$ cat config.mk
export PLATFORM = sky130hd
export DESIGN_NAME = aps_frame_header_parser
export DESIGN_NICKNAME = d
export VERILOG_FILES = /design/src/sv/aps_fhp_pkg.sv /design/src/sv/aps_fhp_front.sv /design/src/sv/aps_fhp_queue.sv /design/src/sv/aps_fhp_back.sv /design/src/sv/aps_frame_header_parser.sv
export SDC_FILE = /design/constraint.sdc
export NUM_CORES = 2
export LEC_CHECK = 0
export BUFFER_PORTS_ARGS = -buffer_cell sky130_fd_sc_hd__buf_2
export CAP_MARGIN = 25
export CORE_UTILIZATION = 40
export CTS_BUF_LIST = sky130_fd_sc_hd__clkbuf_16
export DETAILED_ROUTE_END_ITERATION = 7
export GPL_ROUTABILITY_DRIVEN = 0
export PLACE_DENSITY = 0.57
export SLEW_MARGIN = 20
export SYNTH_ARGS = -nofsm -noshare
export SYNTH_HDL_FRONTEND = slang
export SYNTH_SLANG_ARGS = --single-unit
$ cat constraint.sdc
create_clock -name clk -period 58.6 [get_ports clk]
set_input_delay 14.65 -clock clk [delete_from_list [all_inputs] [get_ports clk]]
set_output_delay 14.65 -clock clk [all_outputs]
set_load 0.1 [all_outputs]
$ cat src/sv/aps_fhp_pkg.sv
package aps_fhp_pkg;

    localparam int NUM_SLOTS   = 7;
    localparam int Q_DEPTH     = 2;
    localparam int Q_PTR_W     = $clog2(Q_DEPTH);
    localparam int Q_CNT_W     = $clog2(Q_DEPTH + 1);

    localparam logic [1:0] FT_DATA          = 2'h0;
    localparam logic [1:0] FT_CMD           = 2'h1;
    localparam logic [1:0] FT_ACK           = 2'h2;
    localparam logic [1:0] FT_INTERPAN      = 2'h3;
    localparam logic [2:0] DM_GROUP         = 3'h2;
    localparam logic [7:0] TRANSPORT_KEY_ID = 8'h05;
    localparam logic [7:0] SEC_HDR_BYTES    = 8'd5;
    localparam logic [7:0] TK_BODY_LEN      = 8'(1 + 16 + 1 + 8 + 8);
    localparam logic [8:0] GROUP_MIN_LEN    = 9'd7;
    localparam logic [8:0] DIRECT_MIN_LEN   = 9'd8;
    localparam logic [8:0] MIN_LEN          = 9'd2;

    typedef enum logic [3:0] {
        KIND_CMD     = 4'd0,
        KIND_KEYTYPE = 4'd1,
        KIND_KEYLO   = 4'd2,
        KIND_KEYHI   = 4'd3,
        KIND_KEYSEQ  = 4'd4,
        KIND_DSTEUI  = 4'd5,
        KIND_SRCEUI  = 4'd6,
        KIND_GROUP   = 4'd7,
        KIND_DSTEP   = 4'd8,
        KIND_CLUSTER = 4'd9,
        KIND_PROFILE = 4'd10,
        KIND_SRCEP   = 4'd11,
        KIND_COUNTER = 4'd12,
        KIND_NONE    = 4'd13
    } rec_kind_t;

    typedef enum logic [2:0] {
        MODE_SHORT,
        MODE_BAD,
        MODE_CMD,
        MODE_KEY,
        MODE_GROUP,
        MODE_DIRECT
    } frame_mode_t;

    typedef struct packed {
        logic [7:0] data_byte;
        logic       last_byte;
    } in_t;

    typedef struct packed {
        logic        status;
        logic [1:0]  fr_type;
        logic [2:0]  dlv_mode;
        logic [2:0]  security_level;
        logic        ack_fmt;
        logic        ext_header;
        logic [3:0]  record_kind;
        logic [63:0] record_value;
        logic        last_record;
    } out_t;

    typedef struct packed {
        logic [7:0]                      fc;
        frame_mode_t                     mode;
        logic [NUM_SLOTS-1:0][63:0]      slot;
    } desc_t;

    function automatic logic [2:0] rec_count(input frame_mode_t mode);
        logic [2:0] n;
        unique case (mode)
            MODE_KEY:    n = 3'd7;
            MODE_GROUP:  n = 3'd4;
            MODE_DIRECT: n = 3'd5;
            default:     n = 3'd1;
        endcase
        return n;
    endfunction

    function automatic rec_kind_t rec_kind(input frame_mode_t mode, input logic [2:0] idx);
        rec_kind_t k;
        k = KIND_NONE;
        unique case (mode)
            MODE_CMD: k = KIND_CMD;
            MODE_KEY:
            begin
                unique case (idx)
                    3'd0:    k = KIND_CMD;
                    3'd1:    k = KIND_KEYTYPE;
                    3'd2:    k = KIND_KEYLO;
                    3'd3:    k = KIND_KEYHI;
                    3'd4:    k = KIND_KEYSEQ;
                    3'd5:    k = KIND_DSTEUI;
                    default: k = KIND_SRCEUI;
                endcase
            end
            MODE_GROUP:
            begin
                unique case (idx)
                    3'd0:    k = KIND_GROUP;
                    3'd1:    k = KIND_CLUSTER;
                    3'd2:    k = KIND_SRCEP;
                    default: k = KIND_COUNTER;
                endcase
            end
            MODE_DIRECT:
            begin
                unique case (idx)
                    3'd0:    k = KIND_DSTEP;
                    3'd1:    k = KIND_CLUSTER;
                    3'd2:    k = KIND_PROFILE;
                    3'd3:    k = KIND_SRCEP;
                    default: k = KIND_COUNTER;
                endcase
            end
            default: k = KIND_NONE;
        endcase
        return k;
    endfunction

endpackage

$ cat src/sv/aps_fhp_front.sv
module aps_fhp_front
    import aps_fhp_pkg::*;
(
    input  logic  clk,
    input  logic  rst_n,
    input  logic  accept,
    input  in_t   item,
    output logic  desc_push,
    output desc_t desc
);

    logic [7:0]                 count_reg, count_next;
    logic [7:0]                 fc_reg, fc_next;
    logic [NUM_SLOTS-1:0][63:0] slot_reg, slot_next;

    logic [7:0] pos;
    logic [7:0] base;
    logic [7:0] off;
    logic [7:0] lane_full;
    logic       wr_en;
    logic [2:0] wr_slot;
    logic [2:0] wr_lane;
    logic [8:0] len;
    logic [8:0] key_min_len;
    logic [7:0] cmd_id;

    assign pos  = count_reg;
    assign base = (fc_reg[4:2] != 3'd0) ? (8'd2 + SEC_HDR_BYTES) : 8'd2;
    assign off  = pos - base;

    // byte position -> record slot and byte lane
    always_comb
    begin
        wr_en     = 1'b0;
        wr_slot   = 3'd0;
        lane_full = 8'd0;
        if (pos != 8'd0)
        begin
            unique case (fc_reg[1:0])
                FT_CMD:
                begin
                    if (pos == 8'd1)
                    begin
                        wr_en = 1'b1;
                    end
                    else if (pos >= base && off < TK_BODY_LEN)
                    begin
                        wr_en = 1'b1;
                        priority if (off == 8'd0)
                        begin
                            wr_slot = 3'd1;
                        end
                        else if (off <= 8'd8)
                        begin
                            wr_slot   = 3'd2;
                            lane_full = off - 8'd1;
                        end
                        else if (off <= 8'd16)
                        begin
                            wr_slot   = 3'd3;
                            lane_full = off - 8'd9;
                        end
                        else if (off == 8'd17)
                        begin
                            wr_slot = 3'd4;
                        end
                        else if (off <= 8'd25)
                        begin
                            wr_slot   = 3'd5;
                            lane_full = off - 8'd18;
                        end
                        else
                        begin
                            wr_slot   = 3'd6;
                            lane_full = off - 8'd26;
                        end
                    end
                end
                FT_DATA:
                begin
                    if (fc_reg[6:4] == DM_GROUP)
                    begin
                        wr_en = (pos <= 8'd6);
                        unique case (pos)
                            8'd2:    begin wr_slot = 3'd0; lane_full = 8'd1; end
                            8'd3:    wr_slot = 3'd1;
                            8'd4:    begin wr_slot = 3'd1; lane_full = 8'd1; end
                            8'd5:    wr_slot = 3'd2;
                            8'd6:    wr_slot = 3'd3;
                            default: wr_slot = 3'd0;
                        endcase
                    end
                    else
                    begin
                        wr_en = (pos <= 8'd7);
                        unique case (pos)
                            8'd2:    wr_slot = 3'd1;
                            8'd3:    begin wr_slot = 3'd1; lane_full = 8'd1; end
                            8'd4:    wr_slot = 3'd2;
                            8'd5:    begin wr_slot = 3'd2; lane_full = 8'd1; end
                            8'd6:    wr_slot = 3'd3;
                            8'd7:    wr_slot = 3'd4;
                            default: wr_slot = 3'd0;
                        endcase
                    end
                end
                default: wr_en = 1'b0;
            endcase
        end
    end

    assign wr_lane = lane_full[2:0];

    always_comb
    begin
        slot_next  = slot_reg;
        fc_next    = fc_reg;
        count_next = count_reg;
        if (accept)
        begin
            if (pos == 8'd0)
            begin
                slot_next = '0;
                fc_next   = item.data_byte;
            end
            else if (wr_en)
            begin
                slot_next[wr_slot][{wr_lane, 3'b000} +: 8] = item.data_byte;
            end
            if (item.last_byte)
                count_next = 8'd0;
            else if (count_reg != 8'hFF)
                count_next = count_reg + 8'd1;
        end
    end

    // frame length including this beat, saturating
    assign len         = (count_reg == 8'hFF) ? 9'd255 : ({1'b0, count_reg} + 9'd1);
    assign key_min_len = {1'b0, base} + {1'b0, TK_BODY_LEN};
    assign cmd_id      = slot_next[0][7:0];

    always_comb
    begin
        desc_push = accept && item.last_byte;
        desc.slot = slot_next;
        desc.fc   = fc_reg;
        if (len < MIN_LEN)
        begin
            desc.fc   = 8'd0;
            desc.mode = MODE_SHORT;
        end
        else
        begin
            unique case (fc_reg[1:0])
                FT_CMD:
                    desc.mode = (cmd_id == TRANSPORT_KEY_ID && len >= key_min_len)
                              ? MODE_KEY : MODE_CMD;
                FT_DATA:
                begin
                    if (fc_reg[6:4] == DM_GROUP)
                        desc.mode = (len >= GROUP_MIN_LEN) ? MODE_GROUP : MODE_BAD;
                    else
                        desc.mode = (len >= DIRECT_MIN_LEN) ? MODE_DIRECT : MODE_BAD;
                end
                default: desc.mode = MODE_BAD;
            endcase
        end
    end

    always_ff @(posedge clk or negedge rst_n)
    begin
        if (!rst_n)
            count_reg <= 8'd0;
        else
            count_reg <= count_next;
    end

    always_ff @(posedge clk)
    begin
        fc_reg   <= fc_next;
        slot_reg <= slot_next;
    end

endmodule

$ cat src/sv/aps_fhp_queue.sv
module aps_fhp_queue
    import aps_fhp_pkg::*;
(
    input  logic  clk,
    input  logic  rst_n,
    input  logic  push,
    input  desc_t wr_desc,
    output logic  full,
    output logic  valid,
    input  logic  pop,
    output desc_t rd_desc
);

    desc_t               mem_reg [Q_DEPTH];
    logic [Q_PTR_W-1:0]  wr_ptr_reg, wr_ptr_next;
    logic [Q_PTR_W-1:0]  rd_ptr_reg, rd_ptr_next;
    logic [Q_CNT_W-1:0]  cnt_reg, cnt_next;
    logic                do_push, do_pop;

    assign full    = (cnt_reg == Q_CNT_W'(Q_DEPTH));
    assign valid   = (cnt_reg != '0);
    assign do_push = push && !full;
    assign do_pop  = pop && valid;
    assign rd_desc = mem_reg[rd_ptr_reg];

    always_comb
    begin
        wr_ptr_next = wr_ptr_reg;
        rd_ptr_next = rd_ptr_reg;
        cnt_next    = cnt_reg;
        if (do_push)
            wr_ptr_next = (wr_ptr_reg == Q_PTR_W'(Q_DEPTH - 1)) ? '0 : wr_ptr_reg + 1'b1;
        if (do_pop)
            rd_ptr_next = (rd_ptr_reg == Q_PTR_W'(Q_DEPTH - 1)) ? '0 : rd_ptr_reg + 1'b1;
        if (do_push && !do_pop)
            cnt_next = cnt_reg + 1'b1;
        else if (do_pop && !do_push)
            cnt_next = cnt_reg - 1'b1;
    end

    always_ff @(posedge clk or negedge rst_n)
    begin
        if (!rst_n)
        begin
            wr_ptr_reg <= '0;
            rd_ptr_reg <= '0;
            cnt_reg    <= '0;
        end
        else
        begin
            wr_ptr_reg <= wr_ptr_next;
            rd_ptr_reg <= rd_ptr_next;
            cnt_reg    <= cnt_next;
        end
    end

    always_ff @(posedge clk)
    begin
        if (do_push)
            mem_reg[wr_ptr_reg] <= wr_desc;
    end

endmodule

$ cat src/sv/aps_fhp_back.sv
module aps_fhp_back
    import aps_fhp_pkg::*;
(
    input  logic  clk,
    input  logic  rst_n,
    input  logic  desc_valid,
    input  desc_t desc,
    output logic  desc_pop,
    output logic  empty,
    input  logic  pop,
    output out_t  result
);

    logic [2:0] idx_reg, idx_next;
    logic       out_valid_reg, out_valid_next;
    out_t       out_reg;
    out_t       rec;
    logic       advance;
    logic       is_err;
    logic [2:0] n_rec;

    assign advance = desc_valid && (!out_valid_reg || pop);
    assign is_err  = (desc.mode == MODE_SHORT) || (desc.mode == MODE_BAD);
    assign n_rec   = rec_count(desc.mode);

    always_comb
    begin
        rec.status         = is_err;
        rec.fr_type        = desc.fc[1:0];
        rec.dlv_mode       = desc.fc[6:4];
        rec.security_level = desc.fc[4:2];
        rec.ack_fmt        = desc.fc[1];
        rec.ext_header     = desc.fc[0];
        rec.record_kind    = rec_kind(desc.mode, idx_reg);
        rec.record_value   = is_err ? 64'd0 : desc.slot[idx_reg];
        rec.last_record    = (idx_reg == n_rec - 3'd1);
    end

    always_comb
    begin
        idx_next       = idx_reg;
        out_valid_next = out_valid_reg;
        desc_pop       = 1'b0;
        if (advance)
        begin
            out_valid_next = 1'b1;
            if (rec.last_record)
            begin
                idx_next = 3'd0;
                desc_pop = 1'b1;
            end
            else
            begin
                idx_next = idx_reg + 3'd1;
            end
        end
        else if (pop)
        begin
            out_valid_next = 1'b0;
        end
    end

    always_ff @(posedge clk or negedge rst_n)
    begin
        if (!rst_n)
        begin
            idx_reg       <= 3'd0;
            out_valid_reg <= 1'b0;
        end
        else
        begin
            idx_reg       <= idx_next;
            out_valid_reg <= out_valid_next;
        end
    end

    always_ff @(posedge clk)
    begin
        if (advance)
            out_reg <= rec;
    end

    assign empty  = !out_valid_reg;
    assign result = out_reg;

endmodule

$ cat src/sv/aps_frame_header_parser.sv
// APS frame header parser. Frame bytes go in one beat per cycle, the final
// byte marked by last_byte; the front end sorts each byte straight into its
// record field as it arrives, so no bytes need re-reading afterwards. On the
// final beat a frame descriptor enters a two-deep queue and the back end
// emits its records, one per cycle, from a registered output stage: 1 record
// for an error, short command or one-byte frame, 4 or 5 for a data frame,
// 7 for a transport-key command. Input is taken every cycle unless two
// finished frames are still waiting for the back end (full), and records are
// offered every cycle while the consumer keeps popping. The final byte's
// descriptor is queued, then its first record registered at the output.
module aps_frame_header_parser
    import aps_fhp_pkg::*;
(
    input  logic clk,
    input  logic rst_n,
    input  logic push,
    output logic full,
    input  in_t  item,
    output logic empty,
    input  logic pop,
    output out_t result
);

    logic  accept;
    logic  desc_push;
    desc_t front_desc;
    logic  q_full;
    logic  q_valid;
    logic  q_pop;
    desc_t head_desc;

    assign full   = q_full;
    assign accept = push && !q_full;

    aps_fhp_front u_front (
        .clk       (clk),
        .rst_n     (rst_n),
        .accept    (accept),
        .item      (item),
        .desc_push (desc_push),
        .desc      (front_desc)
    );

    aps_fhp_queue u_queue (
        .clk     (clk),
        .rst_n   (rst_n),
        .push    (desc_push),
        .wr_desc (front_desc),
        .full    (q_full),
        .valid   (q_valid),
        .pop     (q_pop),
        .rd_desc (head_desc)
    );

    aps_fhp_back u_back (
        .clk        (clk),
        .rst_n      (rst_n),
        .desc_valid (q_valid),
        .desc       (head_desc),
        .desc_pop   (q_pop),
        .empty      (empty),
        .pop        (pop),
        .result     (result)
    );

endmodule

==> results.ini <==
[sta]
period_share_pct = 31.4
slew_violations = 0
fin_ws_ns = 40.21
max_slew_margin_pct = 26.7
tightest_slew_ns = 1.10
finalSetupTns_ns = 0
hold_violations = 0
period_minus_slack_ns = 18.39
skew_ns = 0.0191
setup_viol = 0
max_freq_mhz = 54.4
rsz0062_at_grt = false
whs_ns = 0.469

[worst_setup_path]
crit_path_end_kind = register
cp_slowest_stage_delay_ns = 0.92
arrival_ns = 18.78
ff2ff_path_depth = 17
path_common_cell = buf_4
worstPathRequired_ns = 58.99
cp_cell_sequence = buf_2, and2_2, and3_4, buf_4, buf_4, buf_4
worst_setup_path_start_kind = primary input
crit_family = buffers and inverters
cp_max_fo = 65
critPathSlowestCell = and3_4
critical_path_buf_inv_count = 4
cp_num_cells = 6
critical_path_class = primary input to register

[cells_and_area]
fillerInstances = 11700
multiInputGateArea_um2 = 13700
seqCellArea_um2 = 39400
fin_area_um2 = 61000
largest_reg_flops = 916
layout_commonest_cell = edfxtp_1
syn_to_final_growth_pct = 13.3
drive_gt1_share_pct = 15.9
layout_common_cells = edfxtp_1 (1000), dfxtp_1 (448), nand2_1 (339), mux4_2 (193), o21ai_0 (171)
final_nets = 3540
post-route-util_pct = 45.7

[grt]
antenna_found_initial = 3
gr-usage-all-layers_pct = 19.6
grt_pass1_vias = 29700
grt_max_degree = 162
grt-ovfl-total = 0
grt_pass1_wl_um = 198000

[hold_path]
min_path_cells = 1
min_path_type = register to register

[cts]
ctsResizeCount = 0
cts_setup_buffers = 0
clk-insertion-delay-late_ns = 0.78
numCtsBuffers = 150
clk_root_buffer_cell = clkbuf_16
clock-sinks = 1464
path_clk_slew_ns = 0.06
clk_path_buf_depth = 3
postCtsHoldBufs = 0
cts_max_level = 4
cts_tree = built

[power]
internal_power_mw = 2.03
ir_drop_v = 0.0000397
power-per-cell-area_nw_per_um2 = 52.6
p_leak_nw = 20.8
combPwrFrac_pct = 31.3
power_switching_mw = 1.18
p_seq_share_pct = 40.5
netSwitchingFraction_pct = 36.8
pwr-share-clk_pct = 28.2

[detailed_routing]
drt-wirelength-per-cell_um = 24.7
dr.max_layer_used = met4
met3_length_um = 6750
wl_met1_um = 58700
drt-pass1-iter-count = 5
drt_iter0_markers = 2375
wirelength_um = 133000
ant_nets = 0
vias = 29500
routed_via_density = 5.46
met2_length_um = 64700
drc = 0

[floorplanning]
core-area_um2 = 133000
die_x_um = 369
die_y_um = 369
rows = 134
io_pins = 95
start_util_pct = 40.3
fp.dieArea_um2 = 136000

[synthesis]
async_reset_ff_share_pct = 1.09
syn-num-nets = 3432
syn_area_per_cell_um2 = 15.8
yosysSeqAreaShare_pct = 73.2
syn_area_um2 = 53800
yosys_warnings = 0
synth-edff-count = 1000
synth-seq-cells = 1464
postSynthCellCount = 3398
ys_types = 78
synth_flop_cell = edfxtp_1

[status]
status = complete, no violations

[job]
cap_violations = 0

[placement]
detailed_place.area_um2 = 56300
pre_cts_slack_ns = 39.30
dp_hpwl_um = 76900
port_buffers = 94

[worst reg2reg max path, cell delays in order, from the launching register on]
cell and delay (ns):
edfxtp_1 0.43, or3_1 0.50, ha_1 0.30, inv_1 0.08, ha_1 0.35, and3b_1 0.22
a31oi_1 0.04, o32ai_1 0.59, o2111ai_2 0.28, o31ai_1 0.42, nand2_1 0.31, ha_1 0.32
ha_1 0.43, nor2_1 0.23, nand4_1 0.17, a2111oi_0 0.78, o21ai_1 0.40, a22o_1 0.37
[metal layers]
| layer | track usage, % | vias to the layer above |
|---|---|---|
| met5 | 0 | - |
| met4 | 5.93 | 0 |
| met3 | 3.02 | 203 |
| met2 | 32.0 | 824 |
| met1 | 27.0 | 15100 |
| li1 | - | 13400 |
[power groups by stage]
| stage | registers [mW] | logic (mW) | clock network (mW) |
|---|---|---|---|
| detailed placement | 1.32 | 1.02 | 0 |
| global route | 1.31 | 1.07 | 0.964 |
| finish | 1.30 | 1.00 | 0.907 |
| floorplan | 1.55 | 0.515 | 0 |
| CTS | 1.30 | 1.02 | 0.926 |
| global placement | 1.32 | 1.02 | 0 |
[synthesized netlist by cell type, types with 4 or more instances]
cell type / number / area (um^2)
o21ai_1: 10 / 50.1
nand4b_1: 5 / 43.8
buf_2: 9 / 45.0
edfxtp_1: 1000 / 30000
nor2b_1: 10 / 62.6
nand3_1: 35 / 175
ha_1: 21 / 263
nor2_1: 140 / 526
nor4_1: 6 / 37.5
and2_1: 110 / 688
a22o_1: 136 / 1190
o21ai_0: 171 / 856
o2bb2ai_1: 100 / 876
mux2_2: 8 / 90.1
mux2i_1: 67 / 671
inv_1: 24 / 90.1
a21oi_1: 145 / 726
and3_1: 16 / 100
o22ai_1: 6 / 37.5
a21o_1: 9 / 67.6
a31oi_1: 4 / 25.0
or3_1: 16 / 100
a32o_1: 39 / 390
o21a_1: 5 / 37.5
o32ai_1: 4 / 35.0
xnor2_1: 6 / 52.6
nand2_1: 342 / 1280
nand2b_1: 16 / 100
o31ai_1: 10 / 75.1
xor2_1: 4 / 35.0
or4_1: 6 / 45.0
nor3_1: 16 / 80.1
dfxtp_1: 448 / 8970
dfrtp_1: 16 / 400
mux4_2: 193 / 4350
buf_1: 39 / 146
clkbuf_1: 138 / 518
[cells by family (layout without fill, tap and decap cells)]
logic type,count (synthesis),in the layout,share of synthesized area (%)
muxes,268,268,9.49
other,0,2,0
DFF,1464,1464,73.2
xor gates and xnor gates,10,10,0.163
and+or+nand+nor,747,747,6.46
buffers and inverters,214,450,1.53
AOI/OAI and AO/OA,674,674,8.70
adders and majority gates,21,21,0.488
[path summary, 6_finish.rpt]
kind	start	to	slack [ns]
min in group asynchronous	rst_n	u_front.count_reg[2]	13.78
worst min register to register	u_front.slot_reg[399]	u_front.slot_reg[399]	0.47
worst min-delay path	u_front.slot_reg[399]	u_front.slot_reg[399]	0.47
max in group asynchronous	rst_n	u_queue.rd_ptr_reg	44.49
worst max-delay path	push	u_queue.mem_reg[1][195]	40.21
worst max register to register	u_front.fc_reg[4]	u_queue.mem_reg[0][134]	52.12
[per-stage QoR]
step,power [mW],instances
2_1_floorplan,2.07,3398
4_1_cts,3.25,5401
3_3_place_gp,2.34,5121
5_1_grt,3.34,5402
3_5_place_dp,2.34,5121
6_report,3.21,5404
[area by class of cell]
cell class              instances  area share, %
flip-flops and latches       1464           64.6
clock buffers                 152           6.23
repair buffers                145           1.50
multi-input cells            1720           22.4
well taps                    1768           3.63
inverters                      25          0.162
clock inverters               128           1.46
diodes                          2        0.00820
Power figures use the tool's default switching activity.
